[config.mk]
export PLATFORM = sky130hd
export DESIGN_NAME = lzss4k_ctrl
export DESIGN_NICKNAME = d
export VERILOG_FILES = /design/src/design/lzss4k_pkg.sv /design/src/design/lzss4k_ctrl.sv
export SDC_FILE = /design/constraint.sdc
export NUM_CORES = 1
export LEC_CHECK = 0
export CAP_MARGIN = 20
export CORE_UTILIZATION = 49
export CTS_CLUSTER_SIZE = 16
export DETAILED_ROUTE_END_ITERATION = 8
export DONT_BUFFER_PORTS = 1
export PLACE_DENSITY_LB_ADDON = 0.12
export RECOVER_POWER = 50
export SYNTH_ARGS = -nofsm -noshare
export SYNTH_HDL_FRONTEND = slang
export SYNTH_SLANG_ARGS = --single-unit
[constraint.sdc]
create_clock -name clk -period 4.5 [get_ports clk]
set_input_delay 0.9 -clock clk [delete_from_list [all_inputs] [get_ports clk]]
set_output_delay 0.9 -clock clk [all_outputs]
set_load 0.005 [all_outputs]
[src/design/lzss4k_pkg.sv]
`timescale 1ns / 1ps
// Shared types and constants for the LZSS decompressor (4 KiB window).
// No dependencies; used by every module of the block.
package lzss4k_pkg;

  localparam int WINDOW_DEPTH  = 4096;
  localparam int POSITION_BIAS = 18;
  localparam int ADDR_W        = $clog2(WINDOW_DEPTH);
  localparam int COUNT_W       = ADDR_W + 1;
  localparam int LEN_W         = 5;

  localparam logic [ADDR_W-1:0]  RING_START = ADDR_W'(WINDOW_DEPTH - POSITION_BIAS);
  localparam logic [COUNT_W-1:0] WINDOW_FULL = COUNT_W'(WINDOW_DEPTH);
  localparam logic [LEN_W-1:0]   MIN_MATCH  = LEN_W'(3);
  localparam logic [3:0]         FLAGS_PER_BYTE = 4'd8;

  // One compressed byte per item
  typedef struct packed {
    logic [7:0] in_byte;
    logic       stream_start;
  } in_item_t;

  // One decompressed byte per item
  typedef struct packed {
    logic [7:0] out_byte;
    logic       run_last;
  } out_item_t;

  // Token parser phase
  typedef enum logic [1:0] {
    PH_FLAG  = 2'd0,
    PH_TOKEN = 2'd1,
    PH_REF2  = 2'd2
  } phase_t;

  // Control sequencer state
  typedef enum logic [1:0] {
    ST_IDLE = 2'd0,
    ST_RD   = 2'd1,
    ST_EMIT = 2'd2
  } state_t;

  // History memory request
  typedef struct packed {
    logic              rd_en;
    logic [ADDR_W-1:0] raddr;
    logic              wr_en;
    logic [ADDR_W-1:0] waddr;
    logic [7:0]        wdata;
  } mem_req_t;

  // Push of one result into the output register
  typedef struct packed {
    logic      push;
    out_item_t item;
  } out_push_t;

endpackage

[src/design/lzss4k_ctrl.sv]
`timescale 1ns / 1ps
// Token parser and copy sequencer: decodes flags/literals/references, drives
// the history RAM and pushes decompressed bytes. Depends on lzss4k_pkg.
module lzss4k_ctrl (
  input  logic                   clk,
  input  logic                   rst_n,
  input  logic                   in_valid,
  output logic                   in_ready,
  input  lzss4k_pkg::in_item_t   in_data,
  input  logic                   out_can_load,
  input  logic [7:0]             mem_rdata,
  output lzss4k_pkg::mem_req_t   mem_req,
  output lzss4k_pkg::out_push_t  out_push
);

  localparam int AW = lzss4k_pkg::ADDR_W;
  localparam int CW = lzss4k_pkg::COUNT_W;
  localparam int LW = lzss4k_pkg::LEN_W;

  lzss4k_pkg::state_t state_r, state_nxt;
  lzss4k_pkg::phase_t phase_r, phase_nxt;
  logic [7:0]    flag_bits_r, flag_bits_nxt;
  logic [3:0]    flags_left_r, flags_left_nxt;
  logic [7:0]    held_low_r, held_low_nxt;
  logic [AW-1:0] wpos_r, wpos_nxt;
  logic [CW-1:0] written_r, written_nxt;
  logic [AW-1:0] src_r, src_nxt;
  logic [LW-1:0] remain_r, remain_nxt;
  logic [7:0]    lit_r, lit_nxt;
  logic          is_lit_r, is_lit_nxt;
  logic          zero_r, zero_nxt;

  logic                 accept;
  logic                 emit;
  lzss4k_pkg::phase_t   eff_phase;
  logic [7:0]           eff_flags;
  logic [3:0]           eff_left;
  logic [AW-1:0]        eff_wpos;
  logic [CW-1:0]        eff_written;
  logic [3:0]           left_dec;
  lzss4k_pkg::phase_t   phase_used;
  logic [AW-1:0]        dist_raw;
  logic [CW-1:0]        back_dist;
  logic [7:0]           emit_byte;
  logic                 emit_last;

  assign accept = in_valid && in_ready;
  assign emit   = (state_r == lzss4k_pkg::ST_EMIT) && out_can_load;

  // Parser view after an optional new-stream reset
  always_comb begin
    if (in_data.stream_start) begin
      eff_phase   = lzss4k_pkg::PH_FLAG;
      eff_flags   = '0;
      eff_left    = '0;
      eff_wpos    = lzss4k_pkg::RING_START;
      eff_written = '0;
    end else begin
      eff_phase   = phase_r;
      eff_flags   = flag_bits_r;
      eff_left    = flags_left_r;
      eff_wpos    = wpos_r;
      eff_written = written_r;
    end
    left_dec   = eff_left - 4'd1;
    phase_used = (left_dec == 4'd0) ? lzss4k_pkg::PH_FLAG : lzss4k_pkg::PH_TOKEN;
  end

  // Source distance; zero distance means a full window back
  assign dist_raw  = wpos_r - src_r;
  assign back_dist = (dist_raw == '0) ? lzss4k_pkg::WINDOW_FULL : {1'b0, dist_raw};

  // Byte and last marker for the current emit
  assign emit_byte = is_lit_r ? lit_r : (zero_r ? 8'd0 : mem_rdata);
  assign emit_last = is_lit_r || (remain_r == LW'(1));

  // Next state
  always_comb begin
    state_nxt = state_r;
    case (state_r)
      lzss4k_pkg::ST_IDLE: begin
        if (accept) begin
          if (eff_phase == lzss4k_pkg::PH_TOKEN) begin
            if (eff_flags[0]) state_nxt = lzss4k_pkg::ST_EMIT;
          end else if (eff_phase == lzss4k_pkg::PH_REF2) begin
            state_nxt = lzss4k_pkg::ST_RD;
          end
        end
      end
      lzss4k_pkg::ST_RD:   state_nxt = lzss4k_pkg::ST_EMIT;
      lzss4k_pkg::ST_EMIT: begin
        if (emit) begin
          state_nxt = emit_last ? lzss4k_pkg::ST_IDLE : lzss4k_pkg::ST_RD;
        end
      end
      default: state_nxt = lzss4k_pkg::ST_IDLE;
    endcase
  end

  // Datapath and outputs
  always_comb begin
    in_ready       = (state_r == lzss4k_pkg::ST_IDLE);
    phase_nxt      = phase_r;
    flag_bits_nxt  = flag_bits_r;
    flags_left_nxt = flags_left_r;
    held_low_nxt   = held_low_r;
    wpos_nxt       = wpos_r;
    written_nxt    = written_r;
    src_nxt        = src_r;
    remain_nxt     = remain_r;
    lit_nxt        = lit_r;
    is_lit_nxt     = is_lit_r;
    zero_nxt       = zero_r;
    mem_req        = '0;
    out_push       = '0;

    case (state_r)
      lzss4k_pkg::ST_IDLE: begin
        if (accept) begin
          wpos_nxt       = eff_wpos;
          written_nxt    = eff_written;
          phase_nxt      = eff_phase;
          flag_bits_nxt  = eff_flags;
          flags_left_nxt = eff_left;
          if (eff_phase == lzss4k_pkg::PH_TOKEN) begin
            if (eff_flags[0]) begin
              // literal
              lit_nxt        = in_data.in_byte;
              is_lit_nxt     = 1'b1;
              flag_bits_nxt  = {1'b0, eff_flags[7:1]};
              flags_left_nxt = left_dec;
              phase_nxt      = phase_used;
            end else begin
              held_low_nxt = in_data.in_byte;
              phase_nxt    = lzss4k_pkg::PH_REF2;
            end
          end else if (eff_phase == lzss4k_pkg::PH_REF2) begin
            // second reference byte: start the copy
            src_nxt        = {in_data.in_byte[7:4], held_low_r};
            remain_nxt     = LW'(in_data.in_byte[3:0]) + lzss4k_pkg::MIN_MATCH;
            is_lit_nxt     = 1'b0;
            flag_bits_nxt  = {1'b0, eff_flags[7:1]};
            flags_left_nxt = left_dec;
            phase_nxt      = phase_used;
          end else begin
            // flag byte (unused phase code lands here too)
            flag_bits_nxt  = in_data.in_byte;
            flags_left_nxt = lzss4k_pkg::FLAGS_PER_BYTE;
            phase_nxt      = lzss4k_pkg::PH_TOKEN;
          end
        end
      end
      lzss4k_pkg::ST_RD: begin
        mem_req.rd_en = 1'b1;
        mem_req.raddr = src_r;
        zero_nxt      = (back_dist > written_r);
      end
      lzss4k_pkg::ST_EMIT: begin
        if (emit) begin
          mem_req.wr_en          = 1'b1;
          mem_req.waddr          = wpos_r;
          mem_req.wdata          = emit_byte;
          out_push.push          = 1'b1;
          out_push.item.out_byte = emit_byte;
          out_push.item.run_last = emit_last;
          wpos_nxt               = wpos_r + AW'(1);
          if (written_r != lzss4k_pkg::WINDOW_FULL) written_nxt = written_r + CW'(1);
          if (!is_lit_r) begin
            src_nxt    = src_r + AW'(1);
            remain_nxt = remain_r - LW'(1);
          end
        end
      end
      default: ;
    endcase
  end

  // Control registers
  always_ff @(posedge clk) begin
    if (!rst_n) begin
      state_r      <= lzss4k_pkg::ST_IDLE;
      phase_r      <= lzss4k_pkg::PH_FLAG;
      flag_bits_r  <= '0;
      flags_left_r <= '0;
      held_low_r   <= '0;
      wpos_r       <= lzss4k_pkg::RING_START;
      written_r    <= '0;
    end else begin
      state_r      <= state_nxt;
      phase_r      <= phase_nxt;
      flag_bits_r  <= flag_bits_nxt;
      flags_left_r <= flags_left_nxt;
      held_low_r   <= held_low_nxt;
      wpos_r       <= wpos_nxt;
      written_r    <= written_nxt;
    end
  end

  // Copy payload registers
  always_ff @(posedge clk) begin
    src_r    <= src_nxt;
    remain_r <= remain_nxt;
    lit_r    <= lit_nxt;
    is_lit_r <= is_lit_nxt;
    zero_r   <= zero_nxt;
  end

endmodule

==> flow_summary.json, run 1 <==
{
  "critical_path_class": "reg -> reg",
  "htreeDepth": 3,
  "cts.clk_slew.worst_paths_ps": 80,
  "tns_ps": 0,
  "synth_nets": 666,
  "synth_top_family_by_area": "simple AND/OR/NAND/NOR gates",
  "synth-seq-area-share": 0.360,
  "ys_warn_count": 0,
  "antenna_left": 0,
  "synth_cells": 611,
  "cts_buffer_depth": 2,
  "p_int_mw": 1.03,
  "die_w_um": 103,
  "drt_iter0_markers": 286,
  "synth_area_um2": 4980,
  "finalHoldViolations": 0,
  "tightestPinTransition_ps": 988,
  "yosys.area_share.simple": 0.235,
  "worst_setup_path_start_kind": "flop",
  "grt_max_degree": 28,
  "dp.cells": 709,
  "peakVddDrop_uv": 128,
  "grt_pass1_wl_um": 18300,
  "drive_above_1_share": 0.0372,
  "muxShareOfSynthArea": 0.00603,
  "power_density_nw_per_um2": 273,
  "cpLargestDelayFamily": "simple AND/OR/NAND/NOR gates",
  "post-cts-setup-buffers": 0,
  "synthXorXnorAreaFrac": 0.0756,
  "viasPerCell": 5.66,
  "root_buffer": "clkbuf_8",
  "arrival_ps": 3730,
  "nets": 642,
  "cts_hold_buf": 0,
  "cpPeakStageDelay_ps": 520,
  "relSlewSlack": 0.342,
  "io_pins": 66,
  "syn_to_final_growth_pct": 3.82,
  "dr_total_vias": 4107,
  "grt_antenna_before_repair": 0,
  "diodes": 0,
  "cts_resized": 0,
  "worstPathRequired_ps": 4610,
  "place.gp.congestion": 0.861,
  "cts_tree": "done",
  "status": "finished, final reports clean",
  "critPathBufInv": 1,
  "layout_common_cells": "nand2_1, nor2_1, dfxtp_1, inv_1, o21ai_0",
  "dpl-instance-area_um2": 5000,
  "ys_ff_latch": 76,
  "die_y_um": 103,
  "avgSynthCellArea_um2": 8.16,
  "cp_slowest_cell": "or4b_1",
  "rows": 36,
  "swShare": 0.272,
  "ys_async_sr_fraction": 0,
  "crit_chain": "inv_1 -> ha_1 -> o21ai_0 -> a21oi_1 -> a21bo_2 -> xor2_1 -> or4b_1 -> or4_1 -> nor4_2 -> ha_1 -> nand3_1 -> nor4_1 -> a21oi_1 -> o21a_1",
  "grtUsageTotal": 0.230,
  "cp_max_fo": 8,
  "gr-total-overflow": 0,
  "slew_violations": 0,
  "post-dp-hpwl_um": 8870,
  "dieArea_um2": 10600,
  "rsz0062_at_grt": "no",
  "synth_edf_count": 27,
  "firstDrtPassIters": 5,
  "grt_pass1_vias": 3554,
  "pwr-share-comb": 0.112,
  "fin_crit_sh": 0.804,
  "synth_fa_ha_area_frac": 0.0869,
  "clk_latency_ps": 360,
  "start_util": 0.508,
  "fillerInstances": 973,
  "pwr-share-clk": 0.356,
  "max_freq_ghz": 0.277,
  "final_common_cell": "nand2_1",
  "final_cells": 725,
  "power_leakage_nw": 1.94,
  "setup_viol": 0,
  "synth_flop_cell": "dfxtp_1",
  "drc": 0,
  "switching_power_mw": 0.384,
  "postLayoutCellArea_um2": 5170,
  "fin_skew_ps": 18.3,
  "routed_wl_um": 11900,
  "synth_compound_area_frac": 0.166,
  "hp-class": "reg -> reg",
  "synth_cell_types": 55,
  "seqPwrFrac": 0.532,
  "period_minus_slack_ps": 3620,
  "numCtsBuffers": 9,
  "drv_cap": 0,
  "endpoint_kind": "flop",
  "core-area_um2": 9820,
  "cts.sinks": 76,
  "numPortBuffers": 0,
  "wire_per_inst_um": 16.4
}
worst paths after layout:
path / startpoint / endpoint / slack, ps / depth (start not counted)
min: held_low_r[2] / held_low_r[2] / 470 / 2
max: src_r[2] / zero_r / 880 / 14
min reg2reg: held_low_r[2] / held_low_r[2] / 470 / 2
max reg2reg: src_r[2] / zero_r / 880 / 14
through the flow:
stage          hold slack [ps]   util  setup slack (ps)  total power, mW
2_1_floorplan              444      -              1170            0.895
3_3_place_gp               454  0.509              1110            0.920
3_5_place_dp               460  0.509               932            0.925
4_1_cts                    472  0.528               921             1.43
5_1_grt                    487  0.527               542             1.48
6_report                   469  0.527               884             1.41
power groups by stage:
stage	clock [mW]	combinational (mW)	sequential [mW]
after floorplan	0	0.142	0.753
final	0.503	0.158	0.753
after CTS	0.519	0.158	0.752
after detailed placement	0	0.157	0.767
after global placement	0	0.153	0.766
after global routing	0.541	0.179	0.755
metal layers:
layer	global-route usage	vias up	share of wire
li1	-	2060	-
met1	0.347	1884	0.50
met2	0.331	146	0.42
met3	0.0319	17	0.061
met4	0.0888	0	0.017
met5	0	-	0
layout make-up:
class | instances | area [um^2] | share of cell area
Clock buffer | 11 | 153 | 0.0295
Clock inverter | 5 | 32.5 | 0.00629
Inverter | 46 | 173 | 0.0334
Multi-Input combinational cell | 450 | 2840 | 0.549
Sequential cell | 76 | 1790 | 0.346
Tap cell | 133 | 166 | 0.0322
Timing Repair Buffer | 4 | 18.8 | 0.00363
tightest hold or removal path, stage by stage (launching register included):
cell      delay (ps)
dfxtp_1          320
nand2_1           50
a21boi_0          60
kinds of logic (layout without fill, tap and decap cells):
family,count (synthesis),after routing
AND/OR/NAND/NOR,242,242
multiplexers,3,3
XOR/XNOR,43,43
buffers and inverters,85,66
adder cells (fa/ha/maj),34,34
flip-flops,76,76
AO/OA/AOI/OAI,128,128
flip-flops by register name, indices dropped and copies added (netlist names):
signal,flops
held_low_r,8
src_r,12
flags_left_r,4
phase_r,2
is_lit_r,1
lit_r,8
remain_r,5
state_r,2
zero_r,1
flag_bits_r,8
wpos_r,12
written_r,13
Yosys cell counts, types with 6 or more instances:
cell,instances,area share
o31ai_1,7,0.011
clkbuf_1,28,0.021
a21boi_0,8,0.012
buf_4,9,0.014
nor2b_1,7,0.0088
a21oi_1,29,0.029
nand2_1,70,0.053
and2_1,18,0.023
inv_1,46,0.035
nand4_1,9,0.011
nor2_1,61,0.046
o21ai_0,42,0.042
xor2_1,13,0.023
ha_1,33,0.083
and3_1,12,0.015
edfxtp_1,27,0.16
nand2b_1,10,0.013
nand3_1,23,0.023
or3_1,6,0.0075
nor3_1,12,0.012
xnor2_1,30,0.053
a221o_1,6,0.012
a22oi_1,7,0.011
dfxtp_1,49,0.20
No activity file was read; power rests on OpenSTA's default activity.
==> run 2, diff against run 1 <==
Settings changed: ABC_AREA set to 1.
Clock period 4.5 ns to 3.18 ns, I/O delays scaled along.
==> flow_summary.json, run 2 <==
{
  "status": "finished, final reports clean",
  "hp-class": "in -> reg",
  "ys_top_cells_by_area": "dfxtp_1, edfxtp_1, nand2_1, inv_1, ha_1",
  "drv_cap": 0,
  "power_density_nw_per_um2": 691,
  "multi_input_area_um2": 2800,
  "io_pins": 66,
  "gr-total-overflow": 0,
  "layout_common_cells": "nand2_1, inv_1, nor2_1, a21oi_1, o21ai_0",
  "max_freq_ghz": 0.351,
  "cp_slowest_cell": "nor2_1",
  "reg.largest.list": "written_r x13, src_r x12, wpos_r x12",
  "ys_warn_count": 0,
  "synth_edf_count": 27,
  "setup_viol": 0,
  "avgSynthCellArea_um2": 6.91,
  "fin_util": 0.524,
  "die_w_um": 106,
  "worstPathRequired_ps": 3370,
  "firstDrtPassIters": 5,
  "htreeDepth": 3,
  "nets": 805,
  "synth-seq-area-share": 0.340,
  "antenna_left": 0,
  "hold_ws_ps": 375,
  "fillerInstances": 1054,
  "cts_tree": "done",
  "cpPeakStageDelay_ps": 420,
  "rsz0062_at_grt": "no",
  "power_leakage_nw": 2.52,
  "wire_per_inst_um": 14.6,
  "grt_pass1_wl_um": 21800,
  "critical_path_class": "reg -> reg",
  "cts.clk_slew.worst_paths_ps": 90,
  "ys_ff_latch": 76,
  "drt_iter0_markers": 245,
  "yosysMostFrequentCell": "nand2_1",
  "regMostFlops": "written_r",
  "setup.worst_path.start": "state_r[1]",
  "grt_pass1_vias": 4520,
  "grt_max_degree": 25,
  "drive_above_1_share": 0.0450,
  "seqCellArea_um2": 1800,
  "fin_crit_sh": 0.895,
  "cts_buffer_depth": 2,
  "yosysTopAreaCell": "dfxtp_1",
  "syn_to_final_growth_pct": 3.13,
  "ys_async_sr_fraction": 0,
  "diodes": 0,
  "slew_violations": 0,
  "viasPerCell": 5.43,
  "cp_max_fo": 15,
  "post-dp-hpwl_um": 9880,
  "crit_top_cell": "nand2_1",
  "clk_latency_ps": 360,
  "start_util": 0.508,
  "crit_chain": "nor2_1 -> nand2_1 -> nand2_1 -> nand2_4 -> inv_2 -> nand2_1 -> clkinvlp_2 -> nand2_1 -> nand2_1 -> a21oi_1",
  "place.gp.congestion": 0.906,
  "dieArea_um2": 11200,
  "finalPower_mw": 3.75,
  "synth_cell_types": 47,
  "tightestPinTransition_ps": 1100,
  "synth_area_um2": 5270,
  "cts.sinks": 76,
  "synth_flop_cell": "dfxtp_1",
  "largest_register_ffs": 13,
  "cts_hold_buf": 0,
  "drc": 0,
  "core-area_um2": 10400,
  "dp.cells": 874,
  "grt_antenna_before_repair": 0,
  "reg2reg_from": "state_r[1]",
  "period_minus_slack_ps": 2850,
  "grtUsageTotal": 0.245,
  "dr_total_vias": 4840,
  "fin_skew_ps": 22.8,
  "finalHoldViolations": 0,
  "synth_cells": 763,
  "endpoint_kind": "flop",
  "tns_ps": 0,
  "peakVddDrop_uv": 303,
  "rows": 37,
  "relSlewSlack": 0.268,
  "routed_wl_um": 13000,
  "final_cells": 891,
  "final_common_cell": "nand2_1",
  "synth_nets": 818,
  "arrival_ps": 3040,
  "ys_top_cells_by_count": "nand2_1, inv_1, nor2_1",
  "numCtsBuffers": 9,
  "worst_setup_path_start_kind": "flop",
  "numPortBuffers": 0,
  "hp-start": "in_data[6]",
  "synth.top_cell.area_share": 0.186,
  "die_y_um": 106,
  "root_buffer": "clkbuf_8"
}
-- run 2: cell types whose count changed after synthesis, moves of 13 or more --
cell / delta
nand3_1: +22
nand4_1: +13
a21oi_1: +28
clkbuf_1: -16
nand2_1: +104
nor2_1: +22
and2_1: -17
inv_1: +73
xnor2_1: -30
-- run 2: what timing repair did --
item | in CTS | in global routing
hold endpoints to repair | 0 | 0
endpoints found under the setup margin | 0 | 1
buffers inserted | 0 | 1
gates resized for setup | 0 | 6
-- run 2: final timing paths --
| kind | to | slack [ps] | cells past startpoint |
|---|---|---|---|
| worst max-delay path | written_r[7] | 330 | 10 |
| worst min-delay path | lit_r[5] | 370 | 0 |
| worst max register to register | written_r[7] | 330 | 10 |
| worst min register to register | flags_left_r[0] | 470 | 2 |
-- run 2: per-stage QoR --
| step | instance area [um^2] | worst slack (ps) |
|---|---|---|
| final | 5430 | 334 |
| after floorplan | 5270 | 348 |
| after detailed placement | 5300 | 256 |
| after global routing | 5430 | 39.0 |
| after CTS | 5480 | 241 |
| after global placement | 5300 | 410 |
-- run 2: power by group --
part / switching [mW] / leakage, nW / internal (mW)
clock: 0.385 / 0.0929 / 0.333
combinational: 1.16 / 1.78 / 0.542
sequential: 0.122 / 0.648 / 1.21
total: 1.66 / 2.52 / 2.09
-- run 2: area by class of cell --
cell class | instances | share of cell area
tap | 136 | 0.0313
clock inverter | 5 | 0.00622
timing repair buffer | 3 | 0.00299
multi-input combinational | 536 | 0.515
inverter | 124 | 0.0863
clock buffer | 11 | 0.0281
sequential | 76 | 0.330
-- run 2: logic make-up (layout without fill, tap and decap cells) --
kind of cell,count (synthesis),count (layout),share of synthesized area
AO/OA/AOI/OAI,138,138,0.148
AND/OR/NAND/NOR,356,356,0.295
XOR/XNOR,7,7,0.0116
multiplexers,1,1,0.00190
adder cells (fa/ha/maj),34,34,0.0822
flip-flops,76,76,0.340
buffers and inverters,151,143,0.121
-- run 2: critical path, delay by kind of cell, from the launching register on --
family                 cells  cell delay (ps)
buffers and inverters      2              580
DFF                        1              340
AOI/OAI and AO/OA          1               50
and+or+nand+nor            7             1700
-- run 2: layer usage --
metal,wire (um),vias to the layer above,global-route usage
met4,235,0,0.0853
met1,6230,2203,0.332
li1,-,2469,-
met3,626,21,0.0359
met2,5890,147,0.398
met5,0,-,0
